## src/sv/dcd_pkg.sv

```systemverilog
`timescale 1ns / 1ps
// Package for the double clap detector: widths, register map, reset values
// and the structs shared between the submodules. No dependencies.
package dcd_pkg;

  localparam int SAMPLE_BITS_DEF   = 12;
  localparam int FRACTION_BITS_DEF = 8;
  localparam int THR_BITS          = 12;
  localparam int WIN_BITS          = 16;
  localparam int TIME_BITS         = 32;
  localparam int ADDR_BITS         = 3;
  localparam int DATA_BITS         = 32;

  localparam logic [THR_BITS-1:0] THR_RESET = 12'd100;
  localparam logic [WIN_BITS-1:0] WIN_RESET = 16'd500;

  // register index, taken from paddr[2]
  typedef enum logic {
    REG_THRESHOLD = 1'b0,
    REG_WINDOW    = 1'b1
  } reg_idx_e;

  typedef struct packed {
    logic [THR_BITS-1:0] threshold;
    logic [WIN_BITS-1:0] window_ms;
  } cfg_t;

  // level tracker status for the window logic
  typedef struct packed {
    logic seed;  // item only seeded the average
    logic clap;  // item was above average plus threshold
  } lvl_t;

endpackage

```

## src/sv/dcd_in_if.sv

```systemverilog
`timescale 1ns / 1ps
// Input channel of the double clap detector: valid/ready plus sample item.
// Depends on dcd_pkg.
interface dcd_in_if #(
  parameter int SAMPLE_BITS = dcd_pkg::SAMPLE_BITS_DEF
);
  logic                           valid;
  logic                           ready;
  logic [SAMPLE_BITS-1:0]         sample;
  logic [dcd_pkg::TIME_BITS-1:0]  time_ms;

  modport source (output valid, sample, time_ms, input ready);
  modport sink   (input valid, sample, time_ms, output ready);
endinterface

```

## src/sv/dcd_out_if.sv

```systemverilog
`timescale 1ns / 1ps
// Result channel of the double clap detector: valid/ready plus result item.
// Depends on dcd_pkg.
interface dcd_out_if #(
  parameter int SAMPLE_BITS = dcd_pkg::SAMPLE_BITS_DEF
);
  logic                   valid;
  logic                   ready;
  logic                   toggle;
  logic                   clap_seen;
  logic [SAMPLE_BITS-1:0] level_average;

  modport source (output valid, toggle, clap_seen, level_average, input ready);
  modport sink   (input valid, toggle, clap_seen, level_average, output ready);
endinterface

```

## src/sv/dcd_cfg_regs.sv

```systemverilog
`timescale 1ns / 1ps
// APB configuration registers: clap threshold and clap window.
// Depends on dcd_pkg.
module dcd_cfg_regs (
  input  logic                          clk_i,
  input  logic                          rst_ni,
  input  logic                          psel,
  input  logic                          penable,
  input  logic                          pwrite,
  input  logic [dcd_pkg::ADDR_BITS-1:0] paddr,
  input  logic [dcd_pkg::DATA_BITS-1:0] pwdata,
  output logic [dcd_pkg::DATA_BITS-1:0] prdata,
  output logic                          pready,
  output dcd_pkg::cfg_t                 cfg_o
);

  dcd_pkg::cfg_t     cfg_q, cfg_d;
  dcd_pkg::reg_idx_e idx;
  logic              wr_en;

  // registers sit at 4-byte spacing; low address bits are ignored
  assign idx    = dcd_pkg::reg_idx_e'(paddr[2]);
  assign wr_en  = psel && penable && pwrite;
  assign pready = 1'b1;

  always_comb begin
    cfg_d = cfg_q;
    if (wr_en) begin
      unique case (idx)
        dcd_pkg::REG_THRESHOLD: cfg_d.threshold = pwdata[dcd_pkg::THR_BITS-1:0];
        dcd_pkg::REG_WINDOW:    cfg_d.window_ms = pwdata[dcd_pkg::WIN_BITS-1:0];
        default:                cfg_d = cfg_q;
      endcase
    end
  end

  always_comb begin
    unique case (idx)
      dcd_pkg::REG_THRESHOLD:
        prdata = dcd_pkg::DATA_BITS'(cfg_q.threshold);
      dcd_pkg::REG_WINDOW:
        prdata = dcd_pkg::DATA_BITS'(cfg_q.window_ms);
      default:
        prdata = '0;
    endcase
  end

  always_ff @(posedge clk_i or negedge rst_ni) begin
    if (!rst_ni) begin
      cfg_q.threshold <= dcd_pkg::THR_RESET;
      cfg_q.window_ms <= dcd_pkg::WIN_RESET;
    end else begin
      cfg_q <= cfg_d;
    end
  end

  assign cfg_o = cfg_q;

endmodule

```

## src/sv/dcd_level_tracker.sv

```systemverilog
`timescale 1ns / 1ps
// Running average of the sound level in fixed point and clap detection.
// Depends on dcd_pkg.
module dcd_level_tracker #(
  parameter int SAMPLE_BITS   = dcd_pkg::SAMPLE_BITS_DEF,
  parameter int FRACTION_BITS = dcd_pkg::FRACTION_BITS_DEF
) (
  input  logic                         clk_i,
  input  logic                         rst_ni,
  input  logic                         advance_i,
  input  logic [SAMPLE_BITS-1:0]       sample_i,
  input  logic [dcd_pkg::THR_BITS-1:0] threshold_i,
  output dcd_pkg::lvl_t                lvl_o,
  output logic [SAMPLE_BITS-1:0]       avg_int_o
);

  localparam int AW = SAMPLE_BITS + FRACTION_BITS;
  localparam int TW = dcd_pkg::THR_BITS + FRACTION_BITS;
  // compare width: room for avg + 2*threshold without overflow
  localparam int CW = ((AW > TW + 1) ? AW : TW + 1) + 1;

  logic          seed_q, seed_d;
  logic [AW-1:0] avg_q, avg_d, avg_upd;
  logic [CW-1:0] smp_fx, avg_ext, thr_fx, sum;
  logic          keep;

  assign smp_fx  = CW'(sample_i) << FRACTION_BITS;
  assign avg_ext = CW'(avg_q);
  assign thr_fx  = CW'(threshold_i) << FRACTION_BITS;

  // outliers more than twice the threshold above do not pull the average
  assign keep    = smp_fx <= avg_ext + (thr_fx << 1);
  assign sum     = smp_fx + avg_ext;
  assign avg_upd = keep ? AW'(sum >> 1) : avg_q;

  always_comb begin
    seed_d     = seed_q;
    avg_d      = avg_q;
    lvl_o.seed = seed_q;
    lvl_o.clap = 1'b0;
    if (advance_i) begin
      seed_d = 1'b0;
      if (seed_q) begin
        avg_d = AW'(smp_fx);
      end else begin
        avg_d      = avg_upd;
        lvl_o.clap = smp_fx > CW'(avg_upd) + thr_fx;
      end
    end
  end

  assign avg_int_o = avg_d[AW-1:FRACTION_BITS];

  always_ff @(posedge clk_i or negedge rst_ni) begin
    if (!rst_ni) begin
      seed_q <= 1'b1;
      avg_q  <= '0;
    end else begin
      seed_q <= seed_d;
      avg_q  <= avg_d;
    end
  end

endmodule

```

## src/sv/dcd_clap_window.sv

```systemverilog
`timescale 1ns / 1ps
// Arming window between two claps; issues the toggle on a double clap.
// Depends on dcd_pkg.
module dcd_clap_window (
  input  logic                          clk_i,
  input  logic                          rst_ni,
  input  logic                          advance_i,
  input  dcd_pkg::lvl_t                 lvl_i,
  input  logic [dcd_pkg::TIME_BITS-1:0] time_i,
  input  logic [dcd_pkg::WIN_BITS-1:0]  window_i,
  output logic                          toggle_o
);

  logic                          armed_q, armed_d;
  logic [dcd_pkg::TIME_BITS-1:0] last_q, last_d, gap;
  logic                          expired;

  // gap wraps mod 2^32; after a restart the gap is zero, so one compare does
  assign gap     = time_i - last_q;
  assign expired = gap > dcd_pkg::TIME_BITS'(window_i);

  always_comb begin
    armed_d  = armed_q;
    last_d   = last_q;
    toggle_o = 1'b0;
    if (advance_i && !lvl_i.seed) begin
      priority if (lvl_i.clap && !armed_q) begin
        armed_d = 1'b1;
        last_d  = time_i;
      end else if (lvl_i.clap && !expired) begin
        toggle_o = 1'b1;
        armed_d  = 1'b0;
      end else if (lvl_i.clap) begin
        last_d = time_i;
      end else if (armed_q && expired) begin
        armed_d = 1'b0;
      end else begin
        armed_d = armed_q;  // quiet item, window state holds
      end
    end
  end

  always_ff @(posedge clk_i or negedge rst_ni) begin
    if (!rst_ni) begin
      armed_q <= 1'b0;
      last_q  <= '0;
    end else begin
      armed_q <= armed_d;
      last_q  <= last_d;
    end
  end

endmodule

```

## src/sv/double_clap_detector.sv

```systemverilog
`timescale 1ns / 1ps
// Double clap detector, top level. Depends on dcd_pkg, dcd_in_if, dcd_out_if,
// dcd_cfg_regs, dcd_level_tracker and dcd_clap_window.
// Flow: an accepted item is held in the input register and moves on to the
//   result register once the result slot is empty or drains.
// Throughput: one item per cycle while the result side takes items; the
//   average and window state update between the input and result registers.
// Reset: asynchronous, active low; registers return to threshold 100 and
//   window 500 ms, the next item seeds the average, the window is disarmed.
module double_clap_detector #(
  parameter int SAMPLE_BITS   = dcd_pkg::SAMPLE_BITS_DEF,
  parameter int FRACTION_BITS = dcd_pkg::FRACTION_BITS_DEF
) (
  input  logic                          clk_i,
  input  logic                          rst_ni,
  // APB configuration port
  input  logic                          psel,
  input  logic                          penable,
  input  logic                          pwrite,
  input  logic [dcd_pkg::ADDR_BITS-1:0] paddr,
  input  logic [dcd_pkg::DATA_BITS-1:0] pwdata,
  output logic [dcd_pkg::DATA_BITS-1:0] prdata,
  output logic                          pready,
  // sample items in, result items out
  dcd_in_if.sink                        in_i,
  dcd_out_if.source                     out_o
);

  dcd_pkg::cfg_t cfg;
  dcd_pkg::lvl_t lvl;

  // input register stage
  logic                          in_vld_q, in_vld_d;
  logic [SAMPLE_BITS-1:0]        in_sample_q;
  logic [dcd_pkg::TIME_BITS-1:0] in_time_q;
  logic                          in_take;

  // result register stage
  logic                   out_vld_q, out_vld_d;
  logic                   out_toggle_q, out_clap_q;
  logic [SAMPLE_BITS-1:0] out_avg_q;

  logic                   advance;
  logic                   toggle;
  logic [SAMPLE_BITS-1:0] avg_int;

  // An item moves from the input register into the result register when the
  // result slot is empty or drains this cycle. State updates only then.
  assign advance    = in_vld_q && (!out_vld_q || out_o.ready);
  assign in_i.ready = !in_vld_q || advance;
  assign in_take    = in_i.valid && in_i.ready;

  always_comb begin
    in_vld_d = in_vld_q;
    if (in_take) begin
      in_vld_d = 1'b1;
    end else if (advance) begin
      in_vld_d = 1'b0;
    end
  end

  always_comb begin
    out_vld_d = out_vld_q;
    if (advance) begin
      out_vld_d = 1'b1;
    end else if (out_o.ready) begin
      out_vld_d = 1'b0;
    end
  end

  always_ff @(posedge clk_i or negedge rst_ni) begin
    if (!rst_ni) begin
      in_vld_q  <= 1'b0;
      out_vld_q <= 1'b0;
    end else begin
      in_vld_q  <= in_vld_d;
      out_vld_q <= out_vld_d;
    end
  end

  // payload registers, no reset
  always_ff @(posedge clk_i) begin
    if (in_take) begin
      in_sample_q <= in_i.sample;
      in_time_q   <= in_i.time_ms;
    end
    if (advance) begin
      out_toggle_q <= toggle;
      out_clap_q   <= lvl.clap;
      out_avg_q    <= avg_int;
    end
  end

  dcd_cfg_regs u_cfg (
    .clk_i   (clk_i),
    .rst_ni  (rst_ni),
    .psel    (psel),
    .penable (penable),
    .pwrite  (pwrite),
    .paddr   (paddr),
    .pwdata  (pwdata),
    .prdata  (prdata),
    .pready  (pready),
    .cfg_o   (cfg)
  );

  dcd_level_tracker #(
    .SAMPLE_BITS   (SAMPLE_BITS),
    .FRACTION_BITS (FRACTION_BITS)
  ) u_level (
    .clk_i       (clk_i),
    .rst_ni      (rst_ni),
    .advance_i   (advance),
    .sample_i    (in_sample_q),
    .threshold_i (cfg.threshold),
    .lvl_o       (lvl),
    .avg_int_o   (avg_int)
  );

  dcd_clap_window u_window (
    .clk_i     (clk_i),
    .rst_ni    (rst_ni),
    .advance_i (advance),
    .lvl_i     (lvl),
    .time_i    (in_time_q),
    .window_i  (cfg.window_ms),
    .toggle_o  (toggle)
  );

  assign out_o.valid         = out_vld_q;
  assign out_o.toggle        = out_toggle_q;
  assign out_o.clap_seen     = out_clap_q;
  assign out_o.level_average = out_avg_q;

  // a double clap is always a clap
  a_toggle_is_clap: assert property (@(posedge clk_i) disable iff (!rst_ni)
    out_vld_q |-> (!out_toggle_q || out_clap_q))
    else $error("toggle without clap_seen");

  // full input stage behind a stalled result must back-pressure
  a_stall_blocks: assert property (@(posedge clk_i) disable iff (!rst_ni)
    (in_vld_q && out_vld_q && !out_o.ready) |-> !in_i.ready)
    else $error("input accepted while both stages are blocked");

  // an item moved on is shown as a result in the next cycle
  a_advance_fills: assert property (@(posedge clk_i) disable iff (!rst_ni)
    advance |=> out_vld_q)
    else $error("result register empty after advance");

endmodule
```

## src/flat_wrapper.sv

```systemverilog
// flat-port wrapper written by rule: the top's interface ports become plain ports
module double_clap_detector_flat 
#(
  parameter int SAMPLE_BITS   = dcd_pkg::SAMPLE_BITS_DEF,
  parameter int FRACTION_BITS = dcd_pkg::FRACTION_BITS_DEF
)
  (clk_i, rst_ni, psel, penable, pwrite, paddr, pwdata, prdata, pready, in_i_valid, in_i_sample, in_i_time_ms, in_i_ready, out_o_valid, out_o_toggle, out_o_clap_seen, out_o_level_average, out_o_ready);
  dcd_in_if #(.SAMPLE_BITS(SAMPLE_BITS)) in_i_i ();
  dcd_out_if #(.SAMPLE_BITS(SAMPLE_BITS)) out_o_i ();
  input  logic clk_i;
  input  logic rst_ni;
  input  logic psel;
  input  logic penable;
  input  logic pwrite;
  input  logic [dcd_pkg::ADDR_BITS-1:0] paddr;
  input  logic [dcd_pkg::DATA_BITS-1:0] pwdata;
  output logic [dcd_pkg::DATA_BITS-1:0] prdata;
  output logic pready;
  input wire logic [$bits(in_i_i.valid)-1:0] in_i_valid;
  input wire logic [$bits(in_i_i.sample)-1:0] in_i_sample;
  input wire logic [$bits(in_i_i.time_ms)-1:0] in_i_time_ms;
  output wire logic [$bits(in_i_i.ready)-1:0] in_i_ready;
  output wire logic [$bits(out_o_i.valid)-1:0] out_o_valid;
  output wire logic [$bits(out_o_i.toggle)-1:0] out_o_toggle;
  output wire logic [$bits(out_o_i.clap_seen)-1:0] out_o_clap_seen;
  output wire logic [$bits(out_o_i.level_average)-1:0] out_o_level_average;
  input wire logic [$bits(out_o_i.ready)-1:0] out_o_ready;
  assign in_i_i.valid = in_i_valid;
  assign in_i_i.sample = in_i_sample;
  assign in_i_i.time_ms = in_i_time_ms;
  assign in_i_ready = in_i_i.ready;
  assign out_o_valid = out_o_i.valid;
  assign out_o_toggle = out_o_i.toggle;
  assign out_o_clap_seen = out_o_i.clap_seen;
  assign out_o_level_average = out_o_i.level_average;
  assign out_o_i.ready = out_o_ready;
  double_clap_detector #(.SAMPLE_BITS(SAMPLE_BITS), .FRACTION_BITS(FRACTION_BITS)) u_core (.clk_i(clk_i), .rst_ni(rst_ni), .psel(psel), .penable(penable), .pwrite(pwrite), .paddr(paddr), .pwdata(pwdata), .prdata(prdata), .pready(pready), .in_i(in_i_i), .out_o(out_o_i));
endmodule
```

## config.mk

```make
export PLATFORM = sky130hd
export DESIGN_NAME = double_clap_detector_flat
export DESIGN_NICKNAME = d
export VERILOG_FILES = /design/src/sv/dcd_pkg.sv /design/src/sv/dcd_in_if.sv /design/src/sv/dcd_out_if.sv /design/src/sv/dcd_cfg_regs.sv /design/src/sv/dcd_level_tracker.sv /design/src/sv/dcd_clap_window.sv /design/src/sv/double_clap_detector.sv /design/src/flat_wrapper.sv
export SDC_FILE = /design/constraint.sdc
export NUM_CORES = 1
export LEC_CHECK = 0
export BUFFER_PORTS_ARGS = -buffer_cell sky130_fd_sc_hd__buf_2
export CAP_MARGIN = 0
export CORE_MARGIN = 5
export CORE_UTILIZATION = 40
export CTS_CLUSTER_SIZE = 8
export DETAILED_ROUTE_END_ITERATION = 10
export PLACE_DENSITY_LB_ADDON = 0.15
export SYNTH_ARGS = -nofsm -noshare
export SYNTH_HDL_FRONTEND = slang
export SYNTH_SLANG_ARGS = --single-unit
```

## constraint.sdc

```tcl
create_clock -name clk_i -period 9.81 [get_ports clk_i]
set_input_delay 0.4905 -clock clk_i [delete_from_list [all_inputs] [get_ports clk_i]]
set_output_delay 0.4905 -clock clk_i [all_outputs]
set_load 0.01 [all_outputs]
```

Yosys cells after proc, flatten, opt, wreduce, memory -nomap -nowiden
Index checks and enable logic that the tools add are counted.
- register bits: 142
- word-level logic and storage cells: 67
- add/subtract/negate cells: 4
- order comparisons: 3
- equal/unequal tests: 2
- muxes and demuxes: 18
- bitwise operators: 2
- reductions and logical operators: 24
- operators with widths (kind ; count):
    $mux W32 ; 3
    $pmux W32 S2 ; 1
    $mux W20 ; 3
    $add A20 B20 Y21 ; 2
    $gt A32 B16 Y1 ; 1
    $sub A32 B32 Y32 ; 1
    $add A20 B21 Y22 ; 1
    $le A20 B22 Y1 ; 1
    $gt A20 B21 Y1 ; 1
    $mux W1 ; 11
    $logic_and A1 B1 Y1 ; 8
    $reduce_and A3 Y1 ; 2
    $reduce_bool A2 Y1 ; 3
    $logic_not A1 Y1 ; 5
    $reduce_and A2 Y1 ; 2
    $ne A3 B3 Y1 const B ; 1
    $reduce_bool A3 Y1 ; 1
    $logic_or A1 B1 Y1 ; 2
    $ne A2 B2 Y1 const B ; 1
    $not A1 Y1 ; 2
    $reduce_or A2 Y1 ; 1

Depth between registers and ports, before layout
- word-level depth: 10
- depth in mapped cells: 39
- depth with buffers taken out: 36

Hierarchy
Synthesis repeated with hierarchy kept, for this count alone.
- cell total of the unflattened synthesis: 1097
- area total of the unflattened synthesis: 11105.7 µm²
- modules (own cells, without submodules) (module ; times used ; cells each ; area an instance (µm²) ; seq. area each (µm²)):
    dcd_clap_window ; 1 ; 562 ; 4409.2 ; 825.8
    dcd_level_tracker ; 1 ; 372 ; 3369.5 ; 526.8
    double_clap_detector ; 1 ; 66 ; 1845.5 ; 1791.7
    dcd_cfg_regs ; 1 ; 97 ; 1481.4 ; 711.9

Least setup slack after synthesis
No wires, ideal clock.
- kind: reg2reg
- start: reg u_core.u_level.avg_q[9]
- end: reg u_core.u_window.last_q[16] (netlist name)
- data arrival time: 7.218 ns
- data required time: 9.683 ns
- setup slack: 2.464 ns
- cell stages (with the launch flop): 38
- clock period less this slack: 7.346 ns
- cell sequence: dfrtp_1 ha_1 fa_1 a211oi_1 nor2_1 o31ai_1 a21boi_0 nor2_1 xor2_1 ha_1 a21oi_1 o21ai_0 a211oi_1 o21ai_0 nand4_1 a31o_2 buf_2 buf_1 [2 not listed] a21o_1 a21o_1 a21oi_1 nor2b_1 o21ai_0 a21oi_1 nor4_1 nor2_1 xnor2_1 ha_1 nand3_1 nor3_1 o21ai_0 a31o_2 a21oi_1 o31ai_4 buf_6 mux2_1
- RTL lines (item ; line ; text):
    start: declaration ; dcd_level_tracker.sv:23 ; logic [AW-1:0] avg_q, avg_d, avg_upd;
    start signal: assignment ; dcd_level_tracker.sv:60 ; avg_q <= avg_d;
    end signal: assignment ; dcd_clap_window.sv:49 ; last_q <= last_d;
    end: declaration ; dcd_clap_window.sv:15 ; logic [dcd_pkg::TIME_BITS-1:0] last_q, last_d, gap;

==> impl_metrics.py <==
metrics = {
    "yosys": {
        "yosysSeqAreaShare": 0.392,
        "dominantRegCellSynth": "dfrtp_1",
        "syn_area_per_cell_um2": 10.4,
        "number_of_enable_type_register_cells_in_the_synthesized_netlist": 58,
        "synth.distinct_cells": 74,
        "synth_cells": 948,
        "synth-async-reset-ratio": 0.592,
        "post_synth_instance_area_um2": 9840,
        "yosys_register_bits": 142,
        "synth.yosys.warnings": 0,
    },
    "sta": {
        "timing.final.ws_setup_ns": 1.52,
        "timing.final.hold_violations": 0,
        "rsz0062_at_grt": "no",
        "timing.final.crit_share": 0.845,
        "fin_skew_ns": 0.0110,
        "setup_total_negative_slack_ns": 0,
        "least_margin_pin_slew_ns": 1.07,
        "final.min_clock_period_ns": 8.29,
        "max_freq_mhz": 121,
        "slew_violations": 0,
        "relSlewSlack": 0.281,
        "setup_viol_count_final": 0,
    },
    "clocking": {
        "tritoncts_clock_tree": "built",
        "path_clk_slew_ns": 0.06,
        "clk-insertion-delay-late_ns": 0.43,
        "post-cts-setup-buffer-count": 0,
        "h-tree-depth": 4,
        "cts_inserted_buffers": 17,
        "root_buffer": "clkbuf_16",
        "ctsLongestPathBuffers": 2,
        "tritoncts_num_sinks": 142,
        "cts_resized": 0,
    },
    "pwr": {
        "leakage_nw": 5.03,
        "ir_worst_vdd_mv": 0.172,
        "power_per_cell_area_nw_per_um2": 406,
        "design_power_total_mw": 4.57,
    },
    "cells_and_area": {
        "combined_area_of_the_multi_input_logic_cells_um2": 5540,
        "most-common-layout-cells": "108 x ha_1, 98 x buf_2, 74 x dfrtp_1, 71 x mux2_2, 69 x inv_1",
        "diodes": 0,
        "register_area_um2": 3860,
        "num-fill-cells": 2401,
        "nets": 1246,
        "layout-area-overhead-vs-synth_pct": 14.3,
        "final_cell_area_um2": 11200,
        "layout-drive-gt1-share": 0.226,
        "final_common_cell": "ha_1",
    },
    "routing": {
        "postRouteAntennaNets": 0,
        "detailroute.via_count": 7338,
        "detail_route.wirelength_mm": 23.5,
        "vias_per_cell": 5.30,
        "remaining_routing_drc_violations": 0,
        "detailedRoute.firstIterationViolations": 368,
        "route.detailed.wl_per_inst_um": 17.0,
        "first_drt_pass_iteration_count": 4,
    },
    "critical_path": {
        "critical_path_required_ns": 10.12,
        "critPathKind": "flip-flop to flip-flop",
        "critical_path.max_fanout": 27,
        "worst_stage_delay_on_the_critical_path_ns": 0.46,
        "timing.critical_path.to_type": "flip-flop",
        "start_kind": "flip-flop",
        "cpMaxStageDelayCell": "dfrtp_1",
        "crit_path_frequent_cell": "o21ai_0",
        "cp.arrival_ns": 8.59,
    },
    "min_path": {
        "class_of_the_most_critical_hold_timing_path": "input pin to flip-flop",
    },
    "global_route": {
        "grt_antenna_before_repair": 1,
        "first_global_vias": 7199,
        "grt_pass1_wl_mm": 38.7,
        "grtUsageTotal": 0.173,
        "total_congestion_overflow": 0,
        "grt_start_max_net_pins": 65,
    },
    "job": {
        "drv.max_cap_violation_count": 0,
    },
    "floorplanning": {
        "io-pin-count": 135,
        "die_height_um": 167,
        "die_width_um": 167,
        "initial_core_utilization": 0.406,
        "std_cell_rows": 57,
        "fp.coreArea_um2": 24200,
        "die_area_um2": 27800,
    },
    "outcome": {
        "outcome": "complete, no violations",
    },
    "placed_design": {
        "detailed_place.area_um2": 10600,
        "portBuffers": 99,
        "pre_cts_ws_ns": 1.57,
        "detailedPlacementHpwl_mm": 18.3,
        "gp_routability_congestion": 0.892,
    },
}
flip-flops by register name (all words and copies together) (netlist names):
signal,count
u_core.in_vld_q,1
u_core.out_o.clap_seen,1
u_core.out_o.level_average,12
u_core.out_o.valid,1
u_core.u_window.last_q,32
u_core.in_time_q,32
u_core.u_cfg.cfg_o,28
u_core.out_o.toggle,1
u_core.in_sample_q,12
u_core.u_window.armed_q,1
u_core.u_level.avg_q,20
u_core.u_level.seed_q,1
critical path: cells and delay by family (launching register included):
family / cells / cell delay [ns]
AO/OA/AOI/OAI: 17 / 2.98
buffers and inverters: 3 / 0.92
multiplexers: 2 / 0.77
adder cells (fa/ha/maj): 5 / 1.67
flip-flops: 1 / 0.46
XOR/XNOR: 2 / 0.33
AND/OR/NAND/NOR: 7 / 1.02
kinds of logic after synthesis:
family                     synth area share
DFF                                   0.392
buffers and inverters                0.0510
adders and majority gates             0.146
and+or+nand+nor                       0.109
other                              0.000763
xor gates and xnor gates             0.0410
AOI/OAI and AO/OA                     0.161
muxes                                0.0997
metal layers:
layer,global-route usage,routed length [um]
met5,0,19
met4,0.0494,289
met3,0.0344,1010
met2,0.266,10600
met1,0.247,11600
through the flow:
step                      cells  utilization  hold slack (ns)
after floorplan             963            -            0.195
after global placement     1352        0.437            0.408
after detailed placement   1352        0.437            0.411
after CTS                  1385        0.464            0.211
after global routing       1385        0.464            0.211
final                      1385        0.464            0.235
cell usage after synthesis (all sizes together) (3+ instances only):
cell / count / area [um2]
a21oi: 68 / 340
o211ai: 4 / 30.0
dfstp: 10 / 263
dfrtp: 74 / 1850
a31o: 3 / 26.3
a31oi: 5 / 31.3
nor2: 47 / 176
and3: 3 / 18.8
o31ai: 4 / 43.8
a211oi: 10 / 75.1
a22oi: 3 / 22.5
o31a: 6 / 55.1
nor2b: 14 / 87.6
mux2i: 8 / 80.1
clkbuf: 12 / 45.0
nand3: 14 / 70.1
o21bai: 3 / 22.5
edfxtp: 58 / 1740
xnor2: 29 / 254
buf: 28 / 198
nor4: 11 / 81.3
nand2: 50 / 188
o21ai: 45 / 229
and2: 7 / 43.8
xor2: 17 / 149
nand4: 16 / 100
nand4b: 3 / 26.3
nand2b: 8 / 50.1
mux2: 80 / 901
or3: 8 / 50.1
a22o: 9 / 78.8
fa: 4 / 80.1
o21a: 13 / 97.6
nor3: 14 / 70.1
a2111oi: 5 / 57.6
ha: 108 / 1350
o22ai: 13 / 81.3
a21o: 25 / 188
or2: 8 / 50.1
a21boi: 4 / 30.0
inv: 69 / 259
final cells by class:
class	instances	area share
multi-input combinational	712	0.492
sequential	142	0.343
timing repair buffer	106	0.0492
clock buffer	23	0.0464
tap	324	0.0360
inverter	69	0.0230
clock inverter	9	0.0102
power breakdown:
group	total, mW	internal (mW)	switching (mW)	leakage (nW)
combinational	2.92	1.34	1.57	3.17
sequential	0.956	0.827	0.129	1.55
clock	0.694	0.431	0.263	0.315
repair_timing:
item,CTS,global route
endpoints found under the hold margin,19,0
hold buffers,1,0
endpoints found under the setup margin,0,0
worst paths after layout:
path                                            start                    endpoint  slack [ns]  cells past startpoint
setup / recovery              u_core.u_level.avg_q[9]   u_core.u_window.last_q[6]        1.52                     36
hold / removal                       in_i_time_ms[26]        u_core.in_time_q[26]        0.23                      1
setup reg to reg              u_core.u_level.avg_q[9]   u_core.u_window.last_q[6]        1.52                     36
hold reg to reg            u_core.u_window.last_q[17]  u_core.u_window.last_q[17]        0.49                      1
max in group asynchronous                      rst_ni  u_core.u_window.last_q[10]        8.17                      3
min in group asynchronous                      rst_ni          u_core.out_o.valid        0.50                      2
No activity file was read; power rests on OpenSTA's default activity.
